**src/rtl/core/tsc_pkg.sv**
```systemverilog
// Shared types and constants for the A/V timestamp corrector.
// No dependencies; every rtl/core file refers to it by scoped names.
package tsc_pkg;

   localparam int TIME_W  = 32;   // raw and reported timestamp width
   localparam int FIX_W   = 63;   // corrected value, never negative
   localparam int CFG_W   = 16;   // width of each control register
   localparam int STEP_W  = CFG_W + 1;
   localparam int CNT_W   = 2;    // audio-since-video counter
   localparam int INDEX_W = 2;

   localparam logic [CNT_W-1:0] CNT_ZERO = CNT_W'(0);
   localparam logic [CNT_W-1:0] CNT_SAT  = CNT_W'(2);

   localparam logic [FIX_W-1:0] FIX_MAX = {FIX_W{1'b1}};

   // packet kinds
   typedef enum logic [1:0] {
      MODE_VIDEO  = 2'd0,
      MODE_AUDIO  = 2'd1,
      MODE_HEADER = 2'd2,
      MODE_OTHER  = 2'd3
   } mode_type;

   // control register indexes
   typedef enum logic [INDEX_W-1:0] {
      CSR_VIDEO_DELTA_LIMIT  = 2'd0,
      CSR_VIDEO_DEFAULT_STEP = 2'd1,
      CSR_AUDIO_DELTA_LIMIT  = 2'd2,
      CSR_AUDIO_DEFAULT_STEP = 2'd3
   } csr_index_type;

   localparam logic [CFG_W-1:0] RST_VIDEO_DELTA_LIMIT  = CFG_W'(100);
   localparam logic [CFG_W-1:0] RST_VIDEO_DEFAULT_STEP = CFG_W'(40);
   localparam logic [CFG_W-1:0] RST_AUDIO_DELTA_LIMIT  = CFG_W'(100);
   localparam logic [CFG_W-1:0] RST_AUDIO_DEFAULT_STEP = CFG_W'(20);

   typedef struct packed {
      logic [CFG_W-1:0] video_delta_limit;
      logic [CFG_W-1:0] video_default_step;
      logic [CFG_W-1:0] audio_delta_limit;
      logic [CFG_W-1:0] audio_default_step;
   } cfg_type;

   typedef struct packed {
      mode_type          mode;
      logic [TIME_W-1:0] raw_time;
   } item_type;

endpackage

```
**src/rtl/core/tsc_csr.sv**
```systemverilog
// Control register bank for the timestamp corrector.
// Depends on tsc_pkg.
module tsc_csr (
   input  logic                         clock,
   input  logic                         reset,
   input  logic                         csr_wr_en,
   input  logic [tsc_pkg::INDEX_W-1:0]  csr_index,
   input  logic [tsc_pkg::CFG_W-1:0]    csr_wr_data,
   output tsc_pkg::cfg_type             cfg
);

   tsc_pkg::cfg_type cfg_ff;
   tsc_pkg::cfg_type cfg_in;

   // decode the write
   always_comb begin
      cfg_in = cfg_ff;
      if (csr_wr_en) begin
         unique case (tsc_pkg::csr_index_type'(csr_index))
            tsc_pkg::CSR_VIDEO_DELTA_LIMIT:  cfg_in.video_delta_limit  = csr_wr_data;
            tsc_pkg::CSR_VIDEO_DEFAULT_STEP: cfg_in.video_default_step = csr_wr_data;
            tsc_pkg::CSR_AUDIO_DELTA_LIMIT:  cfg_in.audio_delta_limit  = csr_wr_data;
            tsc_pkg::CSR_AUDIO_DEFAULT_STEP: cfg_in.audio_default_step = csr_wr_data;
            default: cfg_in = cfg_ff;
         endcase
      end
   end

   always_ff @(posedge clock) begin
      if (reset) begin
         cfg_ff.video_delta_limit  <= tsc_pkg::RST_VIDEO_DELTA_LIMIT;
         cfg_ff.video_default_step <= tsc_pkg::RST_VIDEO_DEFAULT_STEP;
         cfg_ff.audio_delta_limit  <= tsc_pkg::RST_AUDIO_DELTA_LIMIT;
         cfg_ff.audio_default_step <= tsc_pkg::RST_AUDIO_DEFAULT_STEP;
      end else begin
         cfg_ff <= cfg_in;
      end
   end

   assign cfg = cfg_ff;

endmodule

```
**src/rtl/core/tsc_step.sv**
```systemverilog
// One correction step: pick the delta or the default step, then add it to
// the base with clamping at zero and saturation at the top. Uses tsc_pkg.
module tsc_step (
   input  logic [tsc_pkg::TIME_W-1:0] raw_time,
   input  logic [tsc_pkg::TIME_W-1:0] base_raw,
   input  logic [tsc_pkg::FIX_W-1:0]  base_fix,
   input  logic [tsc_pkg::CFG_W-1:0]  limit,
   input  logic [tsc_pkg::CFG_W-1:0]  default_step,
   output logic [tsc_pkg::FIX_W-1:0]  fix
);

   localparam int DELTA_W = tsc_pkg::TIME_W + 1;
   localparam int CMP_W   = DELTA_W + 1;
   localparam int SUM_W   = tsc_pkg::FIX_W + 2;

   logic signed [DELTA_W-1:0]        delta;
   logic signed [CMP_W-1:0]          delta_x;
   logic signed [CMP_W-1:0]          lim_x;
   logic                             plausible;
   logic signed [tsc_pkg::STEP_W-1:0] step;
   logic signed [SUM_W-1:0]          sum;

   // signed delta between the two raw timestamps
   assign delta   = $signed({1'b0, raw_time}) - $signed({1'b0, base_raw});
   assign delta_x = CMP_W'(delta);
   assign lim_x   = $signed({{(CMP_W - tsc_pkg::CFG_W){1'b0}}, limit});

   // keep the delta only inside the open window
   assign plausible = (delta_x > -lim_x) && (delta_x < lim_x);
   assign step = plausible ? delta[tsc_pkg::STEP_W-1:0]
                           : $signed({1'b0, default_step});

   // add, clamp negative to zero, saturate on overflow
   assign sum = $signed({2'b00, base_fix}) + SUM_W'(step);

   always_comb begin
      priority if (sum[SUM_W-1]) begin
         fix = '0;
      end else if (sum[SUM_W-2]) begin
         fix = tsc_pkg::FIX_MAX;
      end else begin
         fix = sum[tsc_pkg::FIX_W-1:0];
      end
   end

endmodule

```
**src/rtl/core/tsc_core.sv**
```systemverilog
// Stream state of the timestamp corrector and the per-packet update.
// Depends on tsc_pkg and tsc_step.
module tsc_core (
   input  logic                       clock,
   input  logic                       reset,
   input  logic                       fire,
   input  tsc_pkg::item_type          item,
   input  tsc_pkg::cfg_type           cfg,
   output logic [tsc_pkg::TIME_W-1:0] fixed_time
);

   localparam int GAP_W = tsc_pkg::TIME_W + 2;

   logic [tsc_pkg::TIME_W-1:0] video_last_raw_ff, video_last_raw_in;
   logic [tsc_pkg::FIX_W-1:0]  video_last_fixed_ff, video_last_fixed_in;
   logic                       video_seen_ff, video_seen_in;
   logic [tsc_pkg::TIME_W-1:0] audio_last_raw_ff, audio_last_raw_in;
   logic [tsc_pkg::FIX_W-1:0]  audio_last_fixed_ff, audio_last_fixed_in;
   logic                       audio_seen_ff, audio_seen_in;
   logic [tsc_pkg::CNT_W-1:0]  audio_since_video_ff, audio_since_video_in;

   logic [tsc_pkg::FIX_W-1:0]  raw_as_fix;
   logic [tsc_pkg::TIME_W-1:0] v_base_raw;
   logic [tsc_pkg::FIX_W-1:0]  v_base_fix;
   logic [tsc_pkg::FIX_W-1:0]  v_fix;
   logic [tsc_pkg::CFG_W-1:0]  a_limit;
   logic [tsc_pkg::CFG_W-1:0]  a_default;
   logic [tsc_pkg::FIX_W-1:0]  a_fix;
   logic [tsc_pkg::TIME_W-1:0] gap;
   logic signed [GAP_W-1:0]    gap_x;
   logic signed [GAP_W-1:0]    vlim_x;
   logic                       realign;
   logic [tsc_pkg::FIX_W-1:0]  result;

   assign raw_as_fix = {{(tsc_pkg::FIX_W - tsc_pkg::TIME_W){1'b0}}, item.raw_time};

   // video-based step: first video starts at its own raw time
   assign v_base_raw = video_seen_ff ? video_last_raw_ff : item.raw_time;
   assign v_base_fix = video_seen_ff ? video_last_fixed_ff : raw_as_fix;

   tsc_step u_video_step (
      .raw_time     (item.raw_time),
      .base_raw     (v_base_raw),
      .base_fix     (v_base_fix),
      .limit        (cfg.video_delta_limit),
      .default_step (cfg.video_default_step),
      .fix          (v_fix)
   );

   // audio-based step: video realigned to audio uses the video window
   assign a_limit   = (item.mode == tsc_pkg::MODE_VIDEO) ? cfg.video_delta_limit
                                                         : cfg.audio_delta_limit;
   assign a_default = (item.mode == tsc_pkg::MODE_VIDEO) ? cfg.video_default_step
                                                         : cfg.audio_default_step;

   tsc_step u_audio_step (
      .raw_time     (item.raw_time),
      .base_raw     (audio_last_raw_ff),
      .base_fix     (audio_last_fixed_ff),
      .limit        (a_limit),
      .default_step (a_default),
      .fix          (a_fix)
   );

   // first video far from the last audio snaps to the audio timeline
   assign gap     = audio_last_raw_ff - item.raw_time;
   assign gap_x   = GAP_W'($signed(gap));
   assign vlim_x  = $signed({{(GAP_W - tsc_pkg::CFG_W){1'b0}}, cfg.video_delta_limit});
   assign realign = !video_seen_ff && audio_seen_ff
                    && !((gap_x > -vlim_x) && (gap_x < vlim_x));

   // next state and result
   always_comb begin
      video_last_raw_in    = video_last_raw_ff;
      video_last_fixed_in  = video_last_fixed_ff;
      video_seen_in        = video_seen_ff;
      audio_last_raw_in    = audio_last_raw_ff;
      audio_last_fixed_in  = audio_last_fixed_ff;
      audio_seen_in        = audio_seen_ff;
      audio_since_video_in = audio_since_video_ff;
      result               = '0;
      unique case (item.mode)
         tsc_pkg::MODE_VIDEO: begin
            result               = realign ? a_fix : v_fix;
            video_last_raw_in    = item.raw_time;
            video_last_fixed_in  = result;
            video_seen_in        = 1'b1;
            audio_since_video_in = tsc_pkg::CNT_ZERO;
         end
         tsc_pkg::MODE_AUDIO: begin
            audio_since_video_in = (audio_since_video_ff == tsc_pkg::CNT_SAT)
                                   ? tsc_pkg::CNT_SAT
                                   : audio_since_video_ff + tsc_pkg::CNT_W'(1);
            priority if (audio_since_video_ff != tsc_pkg::CNT_ZERO && audio_seen_ff) begin
               result = a_fix;
            end else if (audio_since_video_ff != tsc_pkg::CNT_ZERO || !video_seen_ff) begin
               result = raw_as_fix;
            end else begin
               result = v_fix;
            end
            audio_last_raw_in   = item.raw_time;
            audio_last_fixed_in = result;
            audio_seen_in       = 1'b1;
         end
         tsc_pkg::MODE_HEADER, tsc_pkg::MODE_OTHER: begin
            result = '0;
         end
         default: result = '0;
      endcase
   end

   // control state
   always_ff @(posedge clock) begin
      if (reset) begin
         video_seen_ff        <= 1'b0;
         audio_seen_ff        <= 1'b0;
         audio_since_video_ff <= tsc_pkg::CNT_ZERO;
         video_last_raw_ff    <= '0;
         video_last_fixed_ff  <= '0;
         audio_last_raw_ff    <= '0;
         audio_last_fixed_ff  <= '0;
      end else if (fire) begin
         video_seen_ff        <= video_seen_in;
         audio_seen_ff        <= audio_seen_in;
         audio_since_video_ff <= audio_since_video_in;
         video_last_raw_ff    <= video_last_raw_in;
         video_last_fixed_ff  <= video_last_fixed_in;
         audio_last_raw_ff    <= audio_last_raw_in;
         audio_last_fixed_ff  <= audio_last_fixed_in;
      end
   end

   assign fixed_time = result[tsc_pkg::TIME_W-1:0];

endmodule

```
**src/rtl/core/av_timestamp_corrector_unit.sv**
```systemverilog
// Top level of the A/V timestamp corrector: input and result registers
// around the stream update. Depends on tsc_pkg, tsc_csr and tsc_core.
//
//   channel  direction  handshake              payload
//   req      in         req_valid / req_ready  req_mode, req_raw_time
//   rsp      out        rsp_valid / rsp_ready  rsp_fixed_time
//   csr      in         csr_wr_en              csr_index, csr_wr_data
//
// One beat per cycle sustained while rsp_ready holds; an accepted packet waits in
// the input register and its result is loaded into the result register when free.
// The update is a single pass of subtract, window compare and one wide add.
// Synchronous active-high reset clears both stage valids and stream state.
// A stalled result holds; the input register keeps accepting until both
// stages are full.
module av_timestamp_corrector_unit (
   input  logic                         clock,
   input  logic                         reset,
   input  logic                         req_valid,
   output logic                         req_ready,
   input  logic [1:0]                   req_mode,
   input  logic [tsc_pkg::TIME_W-1:0]   req_raw_time,
   output logic                         rsp_valid,
   input  logic                         rsp_ready,
   output logic [tsc_pkg::TIME_W-1:0]   rsp_fixed_time,
   input  logic                         csr_wr_en,
   input  logic [tsc_pkg::INDEX_W-1:0]  csr_index,
   input  logic [tsc_pkg::CFG_W-1:0]    csr_wr_data
);

   tsc_pkg::cfg_type            cfg;
   tsc_pkg::item_type           item_ff, item_in;
   logic                        item_valid_ff, item_valid_in;
   logic                        rsp_valid_ff, rsp_valid_in;
   logic [tsc_pkg::TIME_W-1:0]  rsp_time_ff, rsp_time_in;
   logic [tsc_pkg::TIME_W-1:0]  core_time;
   logic                        advance;
   logic                        req_fire;

   tsc_csr u_csr (
      .clock       (clock),
      .reset       (reset),
      .csr_wr_en   (csr_wr_en),
      .csr_index   (csr_index),
      .csr_wr_data (csr_wr_data),
      .cfg         (cfg)
   );

   // move the held beat into the result register when it is free
   assign advance   = item_valid_ff && (!rsp_valid_ff || rsp_ready);
   assign req_ready = !item_valid_ff || advance;
   assign req_fire  = req_valid && req_ready;

   tsc_core u_core (
      .clock      (clock),
      .reset      (reset),
      .fire       (advance),
      .item       (item_ff),
      .cfg        (cfg),
      .fixed_time (core_time)
   );

   // input register
   always_comb begin
      item_in       = item_ff;
      item_valid_in = item_valid_ff;
      if (req_fire) begin
         item_in.mode     = tsc_pkg::mode_type'(req_mode);
         item_in.raw_time = req_raw_time;
         item_valid_in    = 1'b1;
      end else if (advance) begin
         item_valid_in = 1'b0;
      end
   end

   // result register
   always_comb begin
      rsp_time_in  = rsp_time_ff;
      rsp_valid_in = rsp_valid_ff;
      if (advance) begin
         rsp_time_in  = core_time;
         rsp_valid_in = 1'b1;
      end else if (rsp_ready) begin
         rsp_valid_in = 1'b0;
      end
   end

   always_ff @(posedge clock) begin
      if (reset) begin
         item_valid_ff <= 1'b0;
         rsp_valid_ff  <= 1'b0;
      end else begin
         item_valid_ff <= item_valid_in;
         rsp_valid_ff  <= rsp_valid_in;
      end
   end

   always_ff @(posedge clock) begin
      item_ff     <= item_in;
      rsp_time_ff <= rsp_time_in;
   end

   assign rsp_valid      = rsp_valid_ff;
   assign rsp_fixed_time = rsp_time_ff;

`ifndef ASSERT_OFF
   // header and other packets report zero
   assert property (@(posedge clock) disable iff (reset)
      advance && (item_ff.mode == tsc_pkg::MODE_HEADER || item_ff.mode == tsc_pkg::MODE_OTHER)
      |=> rsp_fixed_time == '0)
      else $error("header packet gave a nonzero timestamp");

   // no new beat while both stages are full and the result is stalled
   assert property (@(posedge clock) disable iff (reset)
      item_valid_ff && rsp_valid_ff && !rsp_ready |-> !req_ready)
      else $error("input accepted with both stages full");

   // a beat moved forward is offered on the result side next cycle
   assert property (@(posedge clock) disable iff (reset)
      advance |=> rsp_valid)
      else $error("advanced beat missing from result register");
`endif

endmodule

```
**config.mk**
```make
export PLATFORM = sky130hd
export DESIGN_NAME = av_timestamp_corrector_unit
export DESIGN_NICKNAME = d
export VERILOG_FILES = /design/src/rtl/core/tsc_pkg.sv /design/src/rtl/core/tsc_csr.sv /design/src/rtl/core/tsc_step.sv /design/src/rtl/core/tsc_core.sv /design/src/rtl/core/av_timestamp_corrector_unit.sv
export SDC_FILE = /design/constraint.sdc
export NUM_CORES = 2
export LEC_CHECK = 0
export BUFFER_PORTS_ARGS = -buffer_cell sky130_fd_sc_hd__buf_2
export CAP_MARGIN = 20
export CORE_UTILIZATION = 59
export DETAILED_ROUTE_END_ITERATION = 10
export PLACE_DENSITY = 0.79
export SLEW_MARGIN = 25
export SYNTH_ARGS = -nofsm -noshare
export SYNTH_HDL_FRONTEND = slang
export SYNTH_HIERARCHICAL = 1
export SYNTH_SLANG_ARGS = --single-unit
```
**constraint.sdc**
```tcl
create_clock -name clock -period 10.7 [get_ports clock]
set_input_delay 0.535 -clock clock [delete_from_list [all_inputs] [get_ports clock]]
set_output_delay 0.535 -clock clock [all_outputs]
set_load 0.01 [all_outputs]
```
After elaboration in Yosys (flattened, before gate mapping)
Index checks and enable logic that the tools add are counted.
{"block": "totals", "register_bits": 326, "inputBits": 57, "out_inout_bits": 34}
{"block": "classes", "n_reduce_logical": 29, "addsub": 8, "order_cmp": 6, "muxes": 20, "n_eq_ne": 7}
{"operator": "63-bit two-way mux", "n": 8}
{"operator": "64-bit by 17-bit adder with 65-bit output", "n": 2}
{"operator": "32-bit case mux with 3 select lines", "n": 1}
{"operator": "33-bit by 34-bit greater-than comparator with 1-bit output", "n": 2}
{"operator": "16-bit negator with 34-bit output", "n": 2}
{"operator": "33-bit by 17-bit less-than comparator with 1-bit output", "n": 2}
{"operator": "32-bit by 32-bit subtractor with 33-bit output", "n": 2}
{"operator": "32-bit by 34-bit greater-than comparator with 1-bit output", "n": 1}
{"operator": "17-bit two-way mux", "n": 2}
{"operator": "32-bit by 17-bit less-than comparator with 1-bit output", "n": 1}
{"operator": "16-bit two-way mux", "n": 2}
{"operator": "32-bit two-way mux", "n": 1}
{"operator": "32-bit subtractor", "n": 1}
{"operator": "2-bit AND reduction", "n": 7}
{"operator": "2-bit == test (second input constant)", "n": 5}
{"operator": "1-bit logical AND", "n": 8}
{"operator": "2-bit nonzero test", "n": 4}
{"operator": "2-bit by 1-bit == test with 1-bit output (second input constant)", "n": 2}
{"operator": "1-bit zero test", "n": 4}
{"operator": "2-bit zero test", "n": 2}
{"operator": "1-bit two-way mux", "n": 4}
{"operator": "2-bit case mux with 2 select lines", "n": 1}
{"operator": "1-bit logical OR", "n": 3}
{"operator": "2-bit by 1-bit adder with 2-bit output (second input constant)", "n": 1}
{"operator": "other kinds (2)", "n": 2}

Longest topological paths before layout
{"block": "depth", "word_depth": 11, "depth_mapped": 50, "depth_no_buf": 44}

Modules after synthesis
Netlist, hierarchy kept.
{"module": "tsc_core", "cells_per_inst": 1845, "area_each_um2": 13341.5, "instances": 1}
{"module": "tsc_step (u_core.u_video_step)", "cells_per_inst": 1163, "area_each_um2": 7584.8, "instances": 1}
{"module": "tsc_step (u_core.u_audio_step)", "cells_per_inst": 1059, "area_each_um2": 7164.4, "instances": 1}
{"module": "tsc_csr", "cells_per_inst": 235, "area_each_um2": 2552.4, "instances": 1}
{"module": "av_timestamp_corrector_unit", "cells_per_inst": 76, "area_each_um2": 2085.8, "instances": 1}

Worst setup path after synthesis
Ideal clock, no wire load.
{"block": "synth_timing", "path_type": "flip-flop to flip-flop", "from": "register u_core.video_seen_ff", "to": "register rsp_time_ff (netlist bit rsp_fixed_time[20]), data pin", "path_buffers": 7, "synth_period_minus_slack_ns": 10.431, "stages_incl_launch_ff": 45, "setup_time_ns": 0.261, "required_ns": 10.439, "arrival_ns": 10.170, "setup_slack_ns": 0.269, "path_cell_list": "dfxtp_1 clkbuf_1 buf_1 nand2_1 nand2_1 inv_1 ha_1 clkbuf_1 a211o_1 a2111oi_1 nor2_1 o21a_1 o31a_1 o31ai_1 and2_1 ha_1 nand4_1 nor3_1 [... 9 more ...] mux2_2 ha_1 a21o_1 a21oi_1 nor3b_1 a211oi_1 o21a_1 o41ai_1 nor4b_1 a41oi_1 o211a_1 o31a_1 nor3_4 buf_6 a21oi_1 a22oi_1 a21oi_1 a311o_1"}
{"block": "synth_between", "elab_chain_cells": 11, "word_cells_on_any_way": 18, "cone_classes": "add/sub: 2; order compare: 2; mux: 9; reduce/logical: 5"}
{"element": "start, declared", "line": "tsc_core.sv:16", "text": "logic video_seen_ff, video_seen_in;"}
{"element": "start signal, assigned", "line": "tsc_core.sv:123", "text": "video_seen_ff <= video_seen_in;"}
{"element": "32-bit two-way mux *", "line": "tsc_core.sv:38", "text": "assign v_base_raw = video_seen_ff ? video_last_raw_ff : item.raw_time;"}
{"element": "net u_core.v_base_raw, one bit", "line": "tsc_core.sv:23", "text": "logic [tsc_pkg::TIME_W-1:0] v_base_raw;"}
{"element": "32-bit by 32-bit subtractor with 33-bit output *", "line": "tsc_step.sv:24", "text": "assign delta = $signed({1'b0, raw_time}) - $signed({1'b0, base_raw});"}
{"element": "33-bit by 34-bit greater-than comparator with 1-bit output or 33-bit by 17-bit less-than comparator with 1-bit output (tied branches)", "line": "tsc_step.sv:29", "text": "assign plausible = (delta_x > -lim_x) && (delta_x < lim_x);"}
{"element": "1-bit logical AND", "line": "tsc_step.sv:29"}
{"element": "17-bit two-way mux *", "line": "tsc_step.sv:30", "text": "assign step = plausible ? delta[tsc_pkg::STEP_W-1:0]"}
{"element": "64-bit by 17-bit adder with 65-bit output *", "line": "tsc_step.sv:34", "text": "assign sum = $signed({2'b00, base_fix}) + SUM_W'(step);"}
{"element": "63-bit two-way mux", "line": "tsc_step.sv:39", "text": "end else if (sum[SUM_W-2]) begin"}
{"element": "63-bit two-way mux *", "line": "tsc_step.sv:37", "text": "priority if (sum[SUM_W-1]) begin"}
{"element": "net u_core.v_fix, one bit", "line": "tsc_core.sv:25", "text": "logic [tsc_pkg::FIX_W-1:0] v_fix;"}
{"element": "63-bit two-way mux", "line": "tsc_core.sv:96", "text": "end else if (audio_since_video_ff != tsc_pkg::CNT_ZERO || !video_seen_ff) begin"}
{"element": "63-bit two-way mux", "line": "tsc_core.sv:94", "text": "priority if (audio_since_video_ff != tsc_pkg::CNT_ZERO && audio_seen_ff) begin"}
{"element": "32-bit case mux with 3 select lines *", "line": "tsc_core.sv:82", "text": "unique case (item.mode)"}
{"element": "net core_time, one bit", "line": "av_timestamp_corrector_unit.sv:35", "text": "logic [tsc_pkg::TIME_W-1:0] core_time;"}
{"element": "end signal, assigned", "line": "av_timestamp_corrector_unit.sv:99", "text": "rsp_time_ff <= rsp_time_in;"}
{"element": "end, declared", "line": "av_timestamp_corrector_unit.sv:34", "text": "logic [tsc_pkg::TIME_W-1:0] rsp_time_ff, rsp_time_in;"}
Mark *: on every way through the listed nets, which the timed path passes. The rest lies on a longest branch.
A chain may end at the register's enable or synchronous reset.

Worst setup path after layout
{"block": "layout_timing", "from": "register item_ff[1] (netlist name)", "to": "register rsp_time_ff (netlist bit rsp_fixed_time[2]), data pin"}
{"block": "layout_between", "word_cells_on_any_way": 28, "cone_classes": "add/sub: 5; order compare: 6; mux: 12; reduce/logical: 5"}
{"element": "start, declared", "line": "av_timestamp_corrector_unit.sv:31", "text": "tsc_pkg::item_type item_ff, item_in;"}
{"element": "start signal, assigned", "line": "av_timestamp_corrector_unit.sv:98", "text": "item_ff <= item_in;"}
{"element": "32-bit by 32-bit subtractor with 33-bit output *", "line": "tsc_step.sv:24"}
{"element": "33-bit by 34-bit greater-than comparator with 1-bit output or 33-bit by 17-bit less-than comparator with 1-bit output (tied branches)", "line": "tsc_step.sv:29"}
{"element": "1-bit logical AND", "line": "tsc_step.sv:29"}
{"element": "17-bit two-way mux *", "line": "tsc_step.sv:30"}
{"element": "64-bit by 17-bit adder with 65-bit output *", "line": "tsc_step.sv:34"}
{"element": "63-bit two-way mux", "line": "tsc_step.sv:39"}
{"element": "63-bit two-way mux *", "line": "tsc_step.sv:37"}
{"element": "net u_core.a_fix, one bit", "line": "tsc_core.sv:28", "text": "logic [tsc_pkg::FIX_W-1:0] a_fix;"}
{"element": "63-bit two-way mux (on tied branches)", "line": "tsc_core.sv:94, tsc_core.sv:84"}
{"element": "32-bit case mux with 3 select lines *", "line": "tsc_core.sv:82"}
{"element": "net core_time, one bit", "line": "av_timestamp_corrector_unit.sv:35"}
Marks and branches as above.

==> flow_metrics.py <==
metrics = {
    "synth": {
        "synth_nets": 4720,
        "ys.flop_type": "dfxtp_1",
        "syn_avg_cell_area_sq_um": 7.48,
        "async_flop_share_pct": 0,
        "syn_area_sq_mm": 0.0327,
        "synth-edff-count": 66,
        "netlist.area_leader.share_pct": 15.9,
        "synth_cells": 4378,
        "synth_top_area_cell": "dfxtp_1",
        "yosysWarnings": 6,
        "yosysMostFrequentCell": "nand2_1",
        "yosysSeqAreaShare_pct": 22.0,
        "synth.area.top_cells": "dfxtp_1 (16%), ha_1 (11%), edfxtp_1 (6.1%)",
        "ys_seq_elements": 326,
        "synth_common_cells": "nand2_1 (498), a21oi_1 (368), nor2_1 (347)",
        "synthDistinctLibCells": 99,
    },
    "route": {
        "first_iter_violations": 4990,
        "drt-vias-per-instance": 6.86,
        "vias": 35000,
        "wl_per_cell_um": 24.4,
        "ant_nets": 0,
        "dr.pass1.iters": 8,
        "route.detailed.drc": 0,
        "routed_wl_um": 124000,
    },
    "setup_path": {
        "crit_slowest_cell": "edfxtp_1",
        "cpLargestDelayFamily": "compound AO/OA/AOI/OAI gates",
        "crit_path_start_kind": "register",
        "cp_num_buf_inv": 5,
        "critPathMaxFanout": 17,
        "crit_arrival_ns": 10.58,
        "critical_path.max_stage_delay_ns": 0.55,
        "end_kind": "register",
        "worstSetupPathType": "reg -> reg",
        "cp.required_ns": 11.05,
    },
    "sta": {
        "fmax_mhz": 97.7,
        "slew_violations": 0,
        "hold_violations": 0,
        "skew_ns": 0.0260,
        "finalSetupTns_ns": 0,
        "whs_ns": 0.120,
        "min_period_ns": 10.23,
        "relSlewSlack_pct": 27.5,
        "fin_crit_sh_pct": 95.7,
        "setup_violations": 0,
        "tightest_slew_ns": 1.09,
    },
    "finish": {
        "area_growth_syn_to_layout_pct": 8.03,
        "fin_nets": 4664,
        "final_layout_size_suffix_gt1_share_pct": 9.60,
        "design_area_sq_mm": 0.0354,
        "finish.utilization_pct": 65.1,
    },
    "placed_design": {
        "dp_hpwl_um": 90100,
        "placed_cell_area_sq_mm": 0.0337,
        "gp_congestion": 1.04,
        "io_buffers": 90,
    },
    "floorplan": {
        "die_area_sq_mm": 0.0564,
        "ios": 91,
        "core_sq_mm": 0.0543,
        "fp.dieW_um": 238,
        "rows": 85,
        "start_util_pct": 60.2,
        "die_h_um": 238,
    },
    "power": {
        "leakage_nw": 14.6,
        "p_sw_share_pct": 37.0,
        "p_clk_share_pct": 35.1,
        "intPower_w": 0.00270,
        "vdd_ir_drop_max_mv": 0.119,
        "power_frac_comb_pct": 33.0,
        "p_switching_w": 0.00159,
        "power.density_mw_per_mm2": 121,
        "power_w": 0.00429,
        "seqPwrFrac_pct": 31.9,
    },
    "global_routing": {
        "grt_use_total_pct": 42.3,
        "gr-total-overflow": 0,
        "antenna_found_initial": 3,
        "grt_pass1_vias": 31700,
        "grt_pass1_wl_um": 186000,
        "grt_max_degree": 119,
    },
    "status": {
        "status": "finished clean",
    },
    "hold_path": {
        "min_path_type": "in -> reg",
    },
    "clock_tree": {
        "cts_hold_buf": 0,
        "clock_latency_ns": 0.60,
        "clock-root-buffer": "clkbuf_16",
        "clk_transition_reported_paths_ns": 0.06,
        "cts_tree": "yes",
        "cts_buffer_depth": 3,
        "numCtsBuffers": 40,
        "cts_max_level": 2,
        "cts_num_sinks": 326,
    },
    "run": {
        "drv_cap": 0,
    },
}
state kept, by name, indices dropped and copies added, names as in the netlist, 2 cells and up:
| register | count |
|---|---|
| u_csr/cfg | 64 |
| item_ff | 34 |
| u_core/video_last_raw_ff | 32 |
| rsp_fixed_time | 32 |
| u_core/video_last_fixed_ff | 63 |
| u_core/audio_last_fixed_ff | 63 |
| u_core/audio_last_raw_ff | 32 |
| u_core/audio_since_video_ff | 2 |
final cells by class:
cell class              count  area (sq um)
multi-input cells        3541         23600
flip-flops and latches    326          7190
clock inverters            20           273
fillers                  4802         19000
well taps                 739           925
diodes                      1          2.50
inverters                 216           811
repair buffers            197          1380
clock buffers              54          1160
power groups by stage:
stage / Clock, W / Sequential, W / Combinational (W)
after floorplan: 0 / 0.00137 / 0.000950
after global placement: 0 / 0.00139 / 0.00132
after detailed placement: 0 / 0.00139 / 0.00133
after CTS: 0.00150 / 0.00137 / 0.00134
after global routing: 0.00155 / 0.00137 / 0.00151
final: 0.00150 / 0.00137 / 0.00142
through the flow:
stage          setup WS [ns]  instances
2_1_floorplan          0.269       4378
3_3_place_gp           0.366       5005
3_5_place_dp         -0.0125       5006
4_1_cts               0.0612       5080
5_1_grt              -0.0311       5094
6_report               0.465       5094
kinds of logic (layout without fill, tap and decap cells):
group	Yosys count	after routing	synth area share, %
buffers and inverters	512	487	6.34
multiplexers	150	150	4.83
XOR/XNOR	248	248	6.64
adder cells (fa/ha/maj)	285	285	11.0
AND/OR/NAND/NOR	1670	1670	25.1
AO/OA/AOI/OAI	1187	1188	24.2
other	0	1	0
flip-flops	326	326	22.0
timing repair:
action                     in CTS  in global routing
gates resized for setup         1                 17
setup endpoints to repair      31                158
gates cloned                    0                  3
pin swaps                       0                  3
setup buffers                   0                 10
metal layers:
layer  part of all wire (%)  global-route usage [%]  wire length, um  vias to the layer above
li1                       -                       -                -                    15800
met1                     39                    56.4            49100                    16100
met2                     41                    62.5            51600                     2495
met3                     12                    7.22            14400                      512
met4                    7.5                    28.7             9320                        4
met5                  0.018                       0               22                        -
layout by cell type (no fill, tap or decap), drive strengths merged, types with 65 or more instances in the layout:
master / Yosys / layout
mux2i: 86 / 86
xor2: 85 / 85
a22oi: 65 / 65
ha: 280 / 280
nand2: 499 / 499
buf: 82 / 194
a311oi: 69 / 69
a21oi: 371 / 371
inv: 216 / 217
nor3: 130 / 130
nand4: 85 / 85
a21o: 74 / 74
nor2: 350 / 350
dfxtp: 260 / 260
o21ai: 193 / 193
xnor2: 163 / 163
edfxtp: 66 / 66
nand2b: 129 / 129
nand3: 169 / 169
o21a: 96 / 96
worst paths after layout:
| check | endpoint | start | cells after the start | slack (ns) |
|---|---|---|---|---|
| worst max-delay path | rsp_fixed_time[2] | item_ff[1] | 36 | 0.47 |
| worst min-delay path | item_ff[12] | req_raw_time[12] | 1 | 0.12 |
| worst max register to register | rsp_fixed_time[2] | item_ff[1] | 36 | 0.47 |
| worst min register to register | u_core/video_last_raw_ff[7] | u_core/video_last_raw_ff[7] | 2 | 0.45 |
(Power assumes the default switching activity.)
